`config.mk`:
```
export PLATFORM = sky130hd
export DESIGN_NAME = bounding_sphere_merge
export DESIGN_NICKNAME = d
export VERILOG_FILES = /design/src/design/bsm_pkg.sv /design/src/design/bsm_lane.sv /design/src/design/bsm_sqrt.sv /design/src/design/bsm_div.sv /design/src/design/bounding_sphere_merge.sv
export SDC_FILE = /design/constraint.sdc
export NUM_CORES = 2
export LEC_CHECK = 0
export BUFFER_PORTS_ARGS = -buffer_cell sky130_fd_sc_hd__buf_4
export CAP_MARGIN = 20
export CORE_MARGIN = 1.5
export CORE_UTILIZATION = 55
export DETAILED_ROUTE_END_ITERATION = 12
export GPL_TIMING_DRIVEN = 0
export PLACE_DENSITY = 0.8
export SYNTH_ARGS = -nofsm -noshare
export SYNTH_HDL_FRONTEND = slang
export SYNTH_SLANG_ARGS = --single-unit
```
`constraint.sdc`:
```
create_clock -name clk_i -period 15.3 [get_ports clk_i]
set_input_delay 2.295 -clock clk_i [delete_from_list [all_inputs] [get_ports clk_i]]
set_output_delay 2.295 -clock clk_i [all_outputs]
set_load 0.03 [all_outputs]
```
`src/design/bsm_pkg.sv`:
```
// ----------------------------------------------------------------------------
// bsm_pkg - shared types and constants for the bounding sphere merge
// Widths of the digit-serial units, the sequencer states and the unit
// control bundle.
// ----------------------------------------------------------------------------
`default_nettype none
package bsm_pkg;

  localparam int unsigned CoordW    = 32;  // signed Q16.16 centre
  localparam int unsigned RadW      = 31;  // unsigned Q15.16 radius
  localparam int unsigned MagW      = CoordW + 1;  // |acc - in| per axis
  localparam int unsigned ProdW     = 2 * MagW;    // product / sum of squares
  localparam int unsigned LenW      = MagW;        // floor sqrt of the sum
  localparam int unsigned QuotW     = 31;          // factor, Q1.30, at most 2^30
  localparam int unsigned ExcessW   = LenW + 1;    // l + r - R
  localparam int unsigned PBits     = 30;
  localparam int unsigned MulSteps  = MagW;
  localparam int unsigned RootSteps = ProdW / 2;
  localparam int unsigned DivSteps  = QuotW;
  localparam int unsigned CntW      = 6;

  localparam logic [RadW-1:0] RadMax = {RadW{1'b1}};

  typedef enum logic [3:0] {
    S_IDLE,
    S_SLD,
    S_SQR,
    S_SUM,
    S_ROOT,
    S_DEC,
    S_DIV,
    S_MLD,
    S_MUL,
    S_UPD,
    S_OUT
  } state_e;

  typedef struct packed {
    logic load;
    logic step;
  } unit_ctrl_t;

endpackage
`default_nettype wire

```
`src/design/bsm_lane.sv`:
```
// ----------------------------------------------------------------------------
// bsm_lane - bit-serial shift-add multiplier for one axis
// One multiplier bit per cycle, LSB first; MulSteps steps give a full product.
// ----------------------------------------------------------------------------
`default_nettype none
module bsm_lane (
  input  wire                         clk_i,
  input  wire                         rst_ni,
  input  bsm_pkg::unit_ctrl_t         ctrl_i,
  input  wire  [bsm_pkg::MagW-1:0]    a_i,
  input  wire  [bsm_pkg::MagW-1:0]    b_i,
  output logic [bsm_pkg::ProdW-1:0]   prod_o
);
  import bsm_pkg::*;

  logic [ProdW-1:0] a_q, prod_q;
  logic [MagW-1:0]  b_q;

  // shift the multiplicand up, the multiplier down, add on a set bit
  always_ff @(posedge clk_i or negedge rst_ni) begin
    if (!rst_ni) begin
      a_q    <= '0;
      b_q    <= '0;
      prod_q <= '0;
    end else if (ctrl_i.load) begin
      a_q    <= {{(ProdW-MagW){1'b0}}, a_i};
      b_q    <= b_i;
      prod_q <= '0;
    end else if (ctrl_i.step) begin
      if (b_q[0]) begin
        prod_q <= prod_q + a_q;
      end
      a_q <= {a_q[ProdW-2:0], 1'b0};
      b_q <= {1'b0, b_q[MagW-1:1]};
    end
  end

  assign prod_o = prod_q;

endmodule
`default_nettype wire

```
`src/design/bsm_sqrt.sv`:
```
// ----------------------------------------------------------------------------
// bsm_sqrt - digit-by-digit integer square root
// Two radicand bits per cycle, one root bit per cycle, RootSteps steps.
// ----------------------------------------------------------------------------
`default_nettype none
module bsm_sqrt (
  input  wire                         clk_i,
  input  wire                         rst_ni,
  input  bsm_pkg::unit_ctrl_t         ctrl_i,
  input  wire  [bsm_pkg::ProdW-1:0]   val_i,
  output logic [bsm_pkg::LenW-1:0]    root_o
);
  import bsm_pkg::*;

  logic [ProdW-1:0] rad_q;
  logic [LenW:0]    rem_q;
  logic [LenW-1:0]  root_q;
  logic [LenW+2:0]  cur, trial;

  assign cur   = {rem_q, rad_q[ProdW-1:ProdW-2]};
  assign trial = {root_q, 2'b01};

  // bring down two bits, try the next root bit
  always_ff @(posedge clk_i or negedge rst_ni) begin
    if (!rst_ni) begin
      rad_q  <= '0;
      rem_q  <= '0;
      root_q <= '0;
    end else if (ctrl_i.load) begin
      rad_q  <= val_i;
      rem_q  <= '0;
      root_q <= '0;
    end else if (ctrl_i.step) begin
      rad_q <= {rad_q[ProdW-3:0], 2'b00};
      if (cur >= trial) begin
        rem_q  <= (LenW+1)'(cur - trial);
        root_q <= {root_q[LenW-2:0], 1'b1};
      end else begin
        rem_q  <= cur[LenW:0];
        root_q <= {root_q[LenW-2:0], 1'b0};
      end
    end
  end

  assign root_o = root_q;

endmodule
`default_nettype wire

```
`src/design/bsm_div.sv`:
```
// ----------------------------------------------------------------------------
// bsm_div - restoring divider for the centre shift factor
// Computes ((e << 29) / l), one quotient bit per cycle, DivSteps steps.
// ----------------------------------------------------------------------------
`default_nettype none
module bsm_div (
  input  wire                          clk_i,
  input  wire                          rst_ni,
  input  bsm_pkg::unit_ctrl_t          ctrl_i,
  input  wire  [bsm_pkg::ExcessW-1:0]  e_i,
  input  wire  [bsm_pkg::LenW-1:0]     l_i,
  output logic [bsm_pkg::QuotW-1:0]    q_o
);
  import bsm_pkg::*;

  logic [LenW-1:0]  rem_q, den_q;
  logic [QuotW-1:0] num_q, q_q;
  logic [LenW:0]    cur;

  assign cur = {rem_q, num_q[QuotW-1]};

  // high numerator bits start the remainder, the rest shift in
  always_ff @(posedge clk_i or negedge rst_ni) begin
    if (!rst_ni) begin
      rem_q <= '0;
      den_q <= '0;
      num_q <= '0;
      q_q   <= '0;
    end else if (ctrl_i.load) begin
      rem_q <= LenW'(e_i[ExcessW-1:2]);
      den_q <= l_i;
      num_q <= {e_i[1:0], {(QuotW-2){1'b0}}};
      q_q   <= '0;
    end else if (ctrl_i.step) begin
      num_q <= {num_q[QuotW-2:0], 1'b0};
      if (cur >= {1'b0, den_q}) begin
        rem_q <= LenW'(cur - {1'b0, den_q});
        q_q   <= {q_q[QuotW-2:0], 1'b1};
      end else begin
        rem_q <= cur[LenW-1:0];
        q_q   <= {q_q[QuotW-2:0], 1'b0};
      end
    end
  end

  assign q_o = q_q;

endmodule
`default_nettype wire

```
`src/design/bounding_sphere_merge.sv`:
```
// ----------------------------------------------------------------------------
// bounding_sphere_merge - running enclosing sphere of a sphere stream
// Digit-serial sequencer: serial squares, serial root, serial divide and
// serial centre shift, one bit per cycle in each unit.
// ----------------------------------------------------------------------------
//  channel | direction | handshake               | payload
//  in      | input     | in_valid_i / in_ready_o | start_new, centre x/y/z, radius
//  out     | output    | out_valid_o/out_ready_i | centre x/y/z, radius, overflow
//
//  A start item shows its result in the cycle after its transfer. A merge
//  that needs no centre shift (coincident, enclosed or enclosing) loads the
//  lanes, runs the squares, loads and runs the root and decides. A partial
//  overlap then also runs the divide, loads the lanes, runs the centre
//  shift and updates. One item at a time: in_ready_o is high only while no
//  item is in flight. Reset clears the running sphere to centre 0, radius 0.
//  A stalled result holds until transferred.
// ----------------------------------------------------------------------------
`default_nettype none
module bounding_sphere_merge (
  input  wire                          clk_i,
  input  wire                          rst_ni,
  input  wire                          in_valid_i,
  output logic                         in_ready_o,
  input  wire                          start_new_i,
  input  wire  [bsm_pkg::CoordW-1:0]   in_center_x_i,
  input  wire  [bsm_pkg::CoordW-1:0]   in_center_y_i,
  input  wire  [bsm_pkg::CoordW-1:0]   in_center_z_i,
  input  wire  [bsm_pkg::RadW-1:0]     in_radius_i,
  output logic                         out_valid_o,
  input  wire                          out_ready_i,
  output logic [bsm_pkg::CoordW-1:0]   out_center_x_o,
  output logic [bsm_pkg::CoordW-1:0]   out_center_y_o,
  output logic [bsm_pkg::CoordW-1:0]   out_center_z_o,
  output logic [bsm_pkg::RadW-1:0]     out_radius_o,
  output logic                         overflow_o
);
  import bsm_pkg::*;

  state_e state_q, state_d;
  logic [CntW-1:0] cnt_q, cnt_d;

  logic [CoordW-1:0] acc_c_q [3];
  logic [CoordW-1:0] cin_q   [3];
  logic [CoordW-1:0] in_c    [3];
  logic [MagW-1:0]   mag_q   [3];
  logic              neg_q   [3];
  logic [ProdW-1:0]  prod    [3];
  logic [RadW-1:0]   acc_r_q, rin_q;
  logic              ovf_q;

  unit_ctrl_t lane_ctrl, root_ctrl, div_ctrl;
  logic [ProdW-1:0]  sum_sq;
  logic [LenW-1:0]   len;
  logic [QuotW-1:0]  quot;
  logic [ExcessW-1:0] len_r, excess;
  logic [ExcessW:0]  tot;
  logic [RadW-1:0]   rad_half_lo;
  logic              rad_sat;
  logic              in_xfer;

  assign in_c[0] = in_center_x_i;
  assign in_c[1] = in_center_y_i;
  assign in_c[2] = in_center_z_i;
  assign in_xfer = in_valid_i && in_ready_o;

  // per-axis serial multipliers
  for (genvar g = 0; g < 3; g++) begin : g_lane
    bsm_lane u_lane (
      .clk_i  (clk_i),
      .rst_ni (rst_ni),
      .ctrl_i (lane_ctrl),
      .a_i    (mag_q[g]),
      .b_i    ((state_q == S_SLD) ? mag_q[g] : {{(MagW-QuotW){1'b0}}, quot}),
      .prod_o (prod[g])
    );
  end

  assign sum_sq = prod[0] + prod[1] + prod[2];

  bsm_sqrt u_sqrt (
    .clk_i  (clk_i),
    .rst_ni (rst_ni),
    .ctrl_i (root_ctrl),
    .val_i  (sum_sq),
    .root_o (len)
  );

  // decision terms
  assign len_r       = ExcessW'(len) + ExcessW'(rin_q);
  assign excess      = len_r - ExcessW'(acc_r_q);
  assign tot         = (ExcessW+1)'(len_r) + (ExcessW+1)'(acc_r_q);
  assign rad_sat     = |tot[ExcessW:RadW+1];
  assign rad_half_lo = tot[RadW:1];

  bsm_div u_div (
    .clk_i  (clk_i),
    .rst_ni (rst_ni),
    .ctrl_i (div_ctrl),
    .e_i    (excess),
    .l_i    (len),
    .q_o    (quot)
  );

  // next state and unit strobes
  always_comb begin
    state_d   = state_q;
    cnt_d     = cnt_q;
    lane_ctrl = '0;
    root_ctrl = '0;
    div_ctrl  = '0;
    unique case (state_q)
      S_IDLE: begin
        if (in_valid_i) begin
          state_d = start_new_i ? S_OUT : S_SLD;
        end
      end
      S_SLD: begin
        lane_ctrl.load = 1'b1;
        cnt_d          = '0;
        state_d        = S_SQR;
      end
      S_SQR: begin
        lane_ctrl.step = 1'b1;
        cnt_d          = cnt_q + 1'b1;
        if (cnt_q == CntW'(MulSteps - 1)) begin
          state_d = S_SUM;
        end
      end
      S_SUM: begin
        root_ctrl.load = 1'b1;
        cnt_d          = '0;
        state_d        = S_ROOT;
      end
      S_ROOT: begin
        root_ctrl.step = 1'b1;
        cnt_d          = cnt_q + 1'b1;
        if (cnt_q == CntW'(RootSteps - 1)) begin
          state_d = S_DEC;
        end
      end
      S_DEC: begin
        cnt_d = '0;
        if (len != '0 && len_r > ExcessW'(acc_r_q) &&
            !(ExcessW'(rin_q) > ExcessW'(len) &&
              ExcessW'(rin_q) - ExcessW'(len) > ExcessW'(acc_r_q))) begin
          div_ctrl.load = 1'b1;
          state_d       = S_DIV;
        end else begin
          state_d = S_OUT;
        end
      end
      S_DIV: begin
        div_ctrl.step = 1'b1;
        cnt_d         = cnt_q + 1'b1;
        if (cnt_q == CntW'(DivSteps - 1)) begin
          state_d = S_MLD;
        end
      end
      S_MLD: begin
        lane_ctrl.load = 1'b1;
        cnt_d          = '0;
        state_d        = S_MUL;
      end
      S_MUL: begin
        lane_ctrl.step = 1'b1;
        cnt_d          = cnt_q + 1'b1;
        if (cnt_q == CntW'(MulSteps - 1)) begin
          state_d = S_UPD;
        end
      end
      S_UPD: begin
        state_d = S_OUT;
      end
      S_OUT: begin
        if (out_ready_i) begin
          state_d = S_IDLE;
        end
      end
      default: begin
        state_d = S_IDLE;
      end
    endcase
  end

  always_ff @(posedge clk_i or negedge rst_ni) begin
    if (!rst_ni) begin
      state_q <= S_IDLE;
      cnt_q   <= '0;
    end else begin
      state_q <= state_d;
      cnt_q   <= cnt_d;
    end
  end

  // running sphere and per-item operands
  always_ff @(posedge clk_i or negedge rst_ni) begin
    if (!rst_ni) begin
      for (int i = 0; i < 3; i++) begin
        acc_c_q[i] <= '0;
        cin_q[i]   <= '0;
        mag_q[i]   <= '0;
        neg_q[i]   <= 1'b0;
      end
      acc_r_q <= '0;
      rin_q   <= '0;
      ovf_q   <= 1'b0;
    end else begin
      unique case (state_q)
        S_IDLE: begin
          if (in_xfer) begin
            ovf_q <= 1'b0;
            rin_q <= in_radius_i;
            for (int i = 0; i < 3; i++) begin
              logic [MagW-1:0] d;
              d = {acc_c_q[i][CoordW-1], acc_c_q[i]} - {in_c[i][CoordW-1], in_c[i]};
              cin_q[i] <= in_c[i];
              neg_q[i] <= d[MagW-1];
              mag_q[i] <= d[MagW-1] ? (MagW)'(0) - d : d;
              if (start_new_i) begin
                acc_c_q[i] <= in_c[i];
              end
            end
            if (start_new_i) begin
              acc_r_q <= in_radius_i;
            end
          end
        end
        S_DEC: begin
          if (len == '0) begin
            if (rin_q > acc_r_q) begin
              acc_r_q <= rin_q;
            end
          end else if (len_r > ExcessW'(acc_r_q)) begin
            if (ExcessW'(rin_q) > ExcessW'(len) &&
                ExcessW'(rin_q) - ExcessW'(len) > ExcessW'(acc_r_q)) begin
              for (int i = 0; i < 3; i++) begin
                acc_c_q[i] <= cin_q[i];
              end
              acc_r_q <= rin_q;
            end else begin
              acc_r_q <= rad_sat ? RadMax : rad_half_lo;
              ovf_q   <= rad_sat;
            end
          end
        end
        S_UPD: begin
          // round the offset and step the centre towards the new sphere
          for (int i = 0; i < 3; i++) begin
            logic [ProdW-1:0] rnd;
            logic [MagW-1:0]  off;
            rnd = prod[i] + (ProdW'(1) << (PBits - 1));
            off = rnd[PBits+MagW-1:PBits];
            acc_c_q[i] <= neg_q[i] ? CoordW'({1'b0, acc_c_q[i]} + off)
                                   : CoordW'({1'b0, acc_c_q[i]} - off);
          end
        end
        default: begin
        end
      endcase
    end
  end

  assign in_ready_o     = (state_q == S_IDLE);
  assign out_valid_o    = (state_q == S_OUT);
  assign out_center_x_o = acc_c_q[0];
  assign out_center_y_o = acc_c_q[1];
  assign out_center_z_o = acc_c_q[2];
  assign out_radius_o   = acc_r_q;
  assign overflow_o     = ovf_q;

endmodule
`default_nettype wire

```
==> impl_metrics.ini <==
[global_route]
groute.layer.met3.usage_pct = 9.66
grt_overflow_total = 0
wire_length_of_the_first_global_routing_pass_um = 513000
grt_start_max_net_pins = 180
via_count_of_the_first_global_routing_pass = 82100
grt_use_met2_pct = 62.4
grt_antenna_before_repair = 16
grt_use_total_pct = 41.7
globalRouteMet1Util_pct = 52.3
grt-busiest-layer = met2

[critical_path]
slowest_stage = dfrtp_1
required_ps = 15940
reg2reg_depth = 26
cpMostUsedCell = a21oi_1
worstPathBufferInverterCount = 3
path_depth = 26
path_max_fanout = 10
cp_delay_by_family_top = compound AO/OA/AOI/OAI gates
path_class = reg2reg
cp-end-kind = flop
cpPeakStageDelay_ps = 640
cp_data_arrival_time_ps = 9300
cp-start-kind = flop

[clocking]
cts.repair.resized = 0
worst_skew_pair.late_latency_ps = 810
number_of_buffers_created_by_cts = 134
cts_root_buffer = clkbuf_16
number_of_hold_buffers_added_after_cts = 0
path_clk_slew_ps = 60
cts_setup_buffers = 0
cts-root-to-sink-buffers = 3
cts_tree = yes
htree_num_levels = 4
cts_num_sinks = 1094

[run_status]
status = completed

[sta]
finalMaxSlewViolations = 0
worst_clk_skew_ps = 28.5
fmaxAchievable_ghz = 0.116
worst-slew-pin-transition_ps = 1320
grt_setup_unrepaired = false
relSlewSlack_pct = 12.0
period_share_pct = 56.6
final_hold_viol_count = 0
timing.final.crit_period_ps = 8660
final.hold.worst_slack_ps = 481
finalSetupViolations = 0

[synth]
synth_sequential_area_ratio_pct = 31.2
largest_cells_by_area_after_synthesis = dfrtp_1, ha_1, nand2_1
synth_flop_cell = dfrtp_1
yosys.area.top_type = dfrtp_1
syn_area_um2 = 87800
synth-seq-cells = 1094
syn_area_per_cell_um2 = 8.11
number_of_synthesized_flops_with_an_enable_pin = 0
synth_top_cell_area_share_pct = 31.2
post_syn_nets = 11800
total_number_of_yosys_warnings = 0
syn_inst = 10800
synth-async-reset-ratio_pct = 100
synth.lib_cells_used.distinct = 107

[hold_path]
hold_path_class = reg2reg
timing.hold.worst_path_depth = 2

[routing]
detail_route.vias_per_cell = 6.56
detail_route.drc_violations = 0
routed-via-count = 88100
final_antenna_net_count = 0
initialDrtViolationCount = 10600
route.final.wire_length_um = 348000
route.detailed.wl_per_inst_um = 25.9
drt_pre_antenna_iters = 9

[floorplanning]
start_util_pct = 55.4
die_w_um = 403
floorplan.io_pins = 262
floorplan.die_area_um2 = 162000
die_height_um = 403
core_area_um2 = 158000
std_cell_rows = 146

[place]
port_buffers = 261
final_weighted_congestion_in_routability_driven_placement = 1.08
place.detailed.hpwl_um = 278000

[finish]
syn2layout_area_growth_pct = 10.8
fillCellCount = 14000
drive_gt1_share_pct = 6.10
finish.net_count = 12200

[run]
cap_viol_max_count = 0
==> synthesized netlist by cell type, types with 18 or more instances <==
| cell type | instances |
|---|---|
| nor2_1 | 898 |
| a221oi_1 | 163 |
| ha_1 | 715 |
| a211oi_1 | 68 |
| xor2_1 | 310 |
| a21o_1 | 347 |
| and3_1 | 93 |
| clkbuf_1 | 486 |
| mux2i_1 | 51 |
| a22oi_1 | 66 |
| a22o_1 | 47 |
| buf_2 | 64 |
| dfrtp_1 | 1094 |
| nor2b_1 | 107 |
| o21bai_1 | 109 |
| a21boi_0 | 32 |
| a211o_1 | 19 |
| a31o_2 | 20 |
| inv_1 | 426 |
| nand2_1 | 1437 |
| nor3b_1 | 22 |
| o21a_1 | 85 |
| xnor2_1 | 500 |
| o21ai_1 | 25 |
| nand4_1 | 119 |
| a31oi_1 | 263 |
| or3_1 | 45 |
| nor4_1 | 38 |
| o2111ai_1 | 19 |
| and4_1 | 22 |
| o211ai_1 | 53 |
| nand3_1 | 407 |
| and2_1 | 74 |
| a221o_1 | 18 |
| nor3_1 | 163 |
| buf_1 | 32 |
| o31ai_1 | 73 |
| or2_2 | 25 |
| o21ai_0 | 824 |
| nand2b_1 | 105 |
| o221ai_1 | 45 |
| fa_1 | 80 |
| a21oi_1 | 932 |
==> registers in the layout (all words and copies together) (netlist names), 3 cells and up <==
| name | cells |
|---|---|
| out_center_z_o | 32 |
| u_div.rem_q | 33 |
| out_radius_o | 31 |
| out_center_y_o | 32 |
| u_div.den_q | 33 |
| cin_q | 96 |
| g_lane.u_lane.a_q | 198 |
| out_center_x_o | 32 |
| neg_q | 3 |
| g_lane.u_lane.prod_o | 198 |
| u_sqrt.rad_q | 66 |
| mag_q | 99 |
| u_sqrt.rem_q | 34 |
| u_div.q_o | 31 |
| g_lane.u_lane.b_q | 99 |
| cnt_q | 6 |
| state_q | 4 |
| u_sqrt.root_o | 33 |
| rin_q | 31 |
==> logic make-up after synthesis <==
group	share of synthesized area [%]
adder cells (fa/ha/maj)	12.0
AO/OA/AOI/OAI	24.9
AND/OR/NAND/NOR	18.7
buffers and inverters	4.47
flip-flops	31.2
XOR/XNOR	8.14
multiplexers	0.646
==> worst min-delay path, stage by stage, from the launching register on <==
cell	delay [ps]
dfrtp_1	340
nand2_1	40
o21ai_0	60
==> layout make-up <==
| cell class | instances | area (um^2) | share of cell area [%] |
|---|---|---|---|
| clock inverter | 55 | 649 | 0.668 |
| sequential | 1094 | 27400 | 28.1 |
| multi-input combinational | 8716 | 56500 | 58.1 |
| antenna | 11 | 27.5 | 0.0283 |
| timing repair buffer | 286 | 2410 | 2.48 |
| inverter | 429 | 1610 | 1.66 |
| tap | 2072 | 2590 | 2.67 |
| clock buffer | 185 | 3780 | 3.88 |
| buffer | 589 | 2320 | 2.39 |
==> cells in the final DEF, fill, tap and decap left out, types with 347 or more instances in the layout <==
cell type and instances:
a21o_1 347, a21oi_1 932, clkbuf_1 512, dfrtp_1 1094
ha_1 715, inv_1 426, nand2_1 1437, nand3_1 407
nor2_1 898, o21ai_0 824, xnor2_1 500
==> path summary, 6_finish.rpt <==
path | end | slack [ps] | from
max | out_center_x_o[31]$_DFFE_PN0P_ | 6640 | u_sqrt.root_o[1]$_DFFE_PN0P_
min | cin_q[39]$_DFFE_PN0P_ | 480 | cin_q[39]$_DFFE_PN0P_
max reg2reg | out_center_x_o[31]$_DFFE_PN0P_ | 6640 | u_sqrt.root_o[1]$_DFFE_PN0P_
min reg2reg | cin_q[39]$_DFFE_PN0P_ | 480 | cin_q[39]$_DFFE_PN0P_
max in group asynchronous | g_lane[2].u_lane.a_q[53]$_DFFE_PN0P_ | 11800 | rst_ni
min in group asynchronous | u_sqrt.root_o[16]$_DFFE_PN0P_ | 1350 | rst_ni
==> layer usage <==
| layer | vias to the layer above | share of wire, % |
|---|---|---|
| met5 | - | 0.013 |
| met1 | 42400 | 38 |
| met3 | 1188 | 10 |
| li1 | 39700 | - |
| met4 | 8 | 9.0 |
| met2 | 4862 | 43 |
==> metrics by stage <==
step | setup slack [ps] | setup TNS, ps | util, % | cells | cell area, um^2
6_report | 6640 | 0 | 61.4 | 13400 | 97300
5_1_grt | 6350 | 0 | 61.4 | 13400 | 97300
4_1_cts | 6810 | 0 | 61.4 | 13400 | 97200
3_5_place_dp | 6880 | 0 | 58.6 | 13200 | 92700
3_3_place_gp | -1390 | -1104680 | 58.3 | 13200 | 92400
2_1_floorplan | 9310 | 0 | - | 10800 | 87800
Power is left out: the tool's default activity adds up to more than one toggle a clock period on the data nets, which glitch-free logic cannot reach.
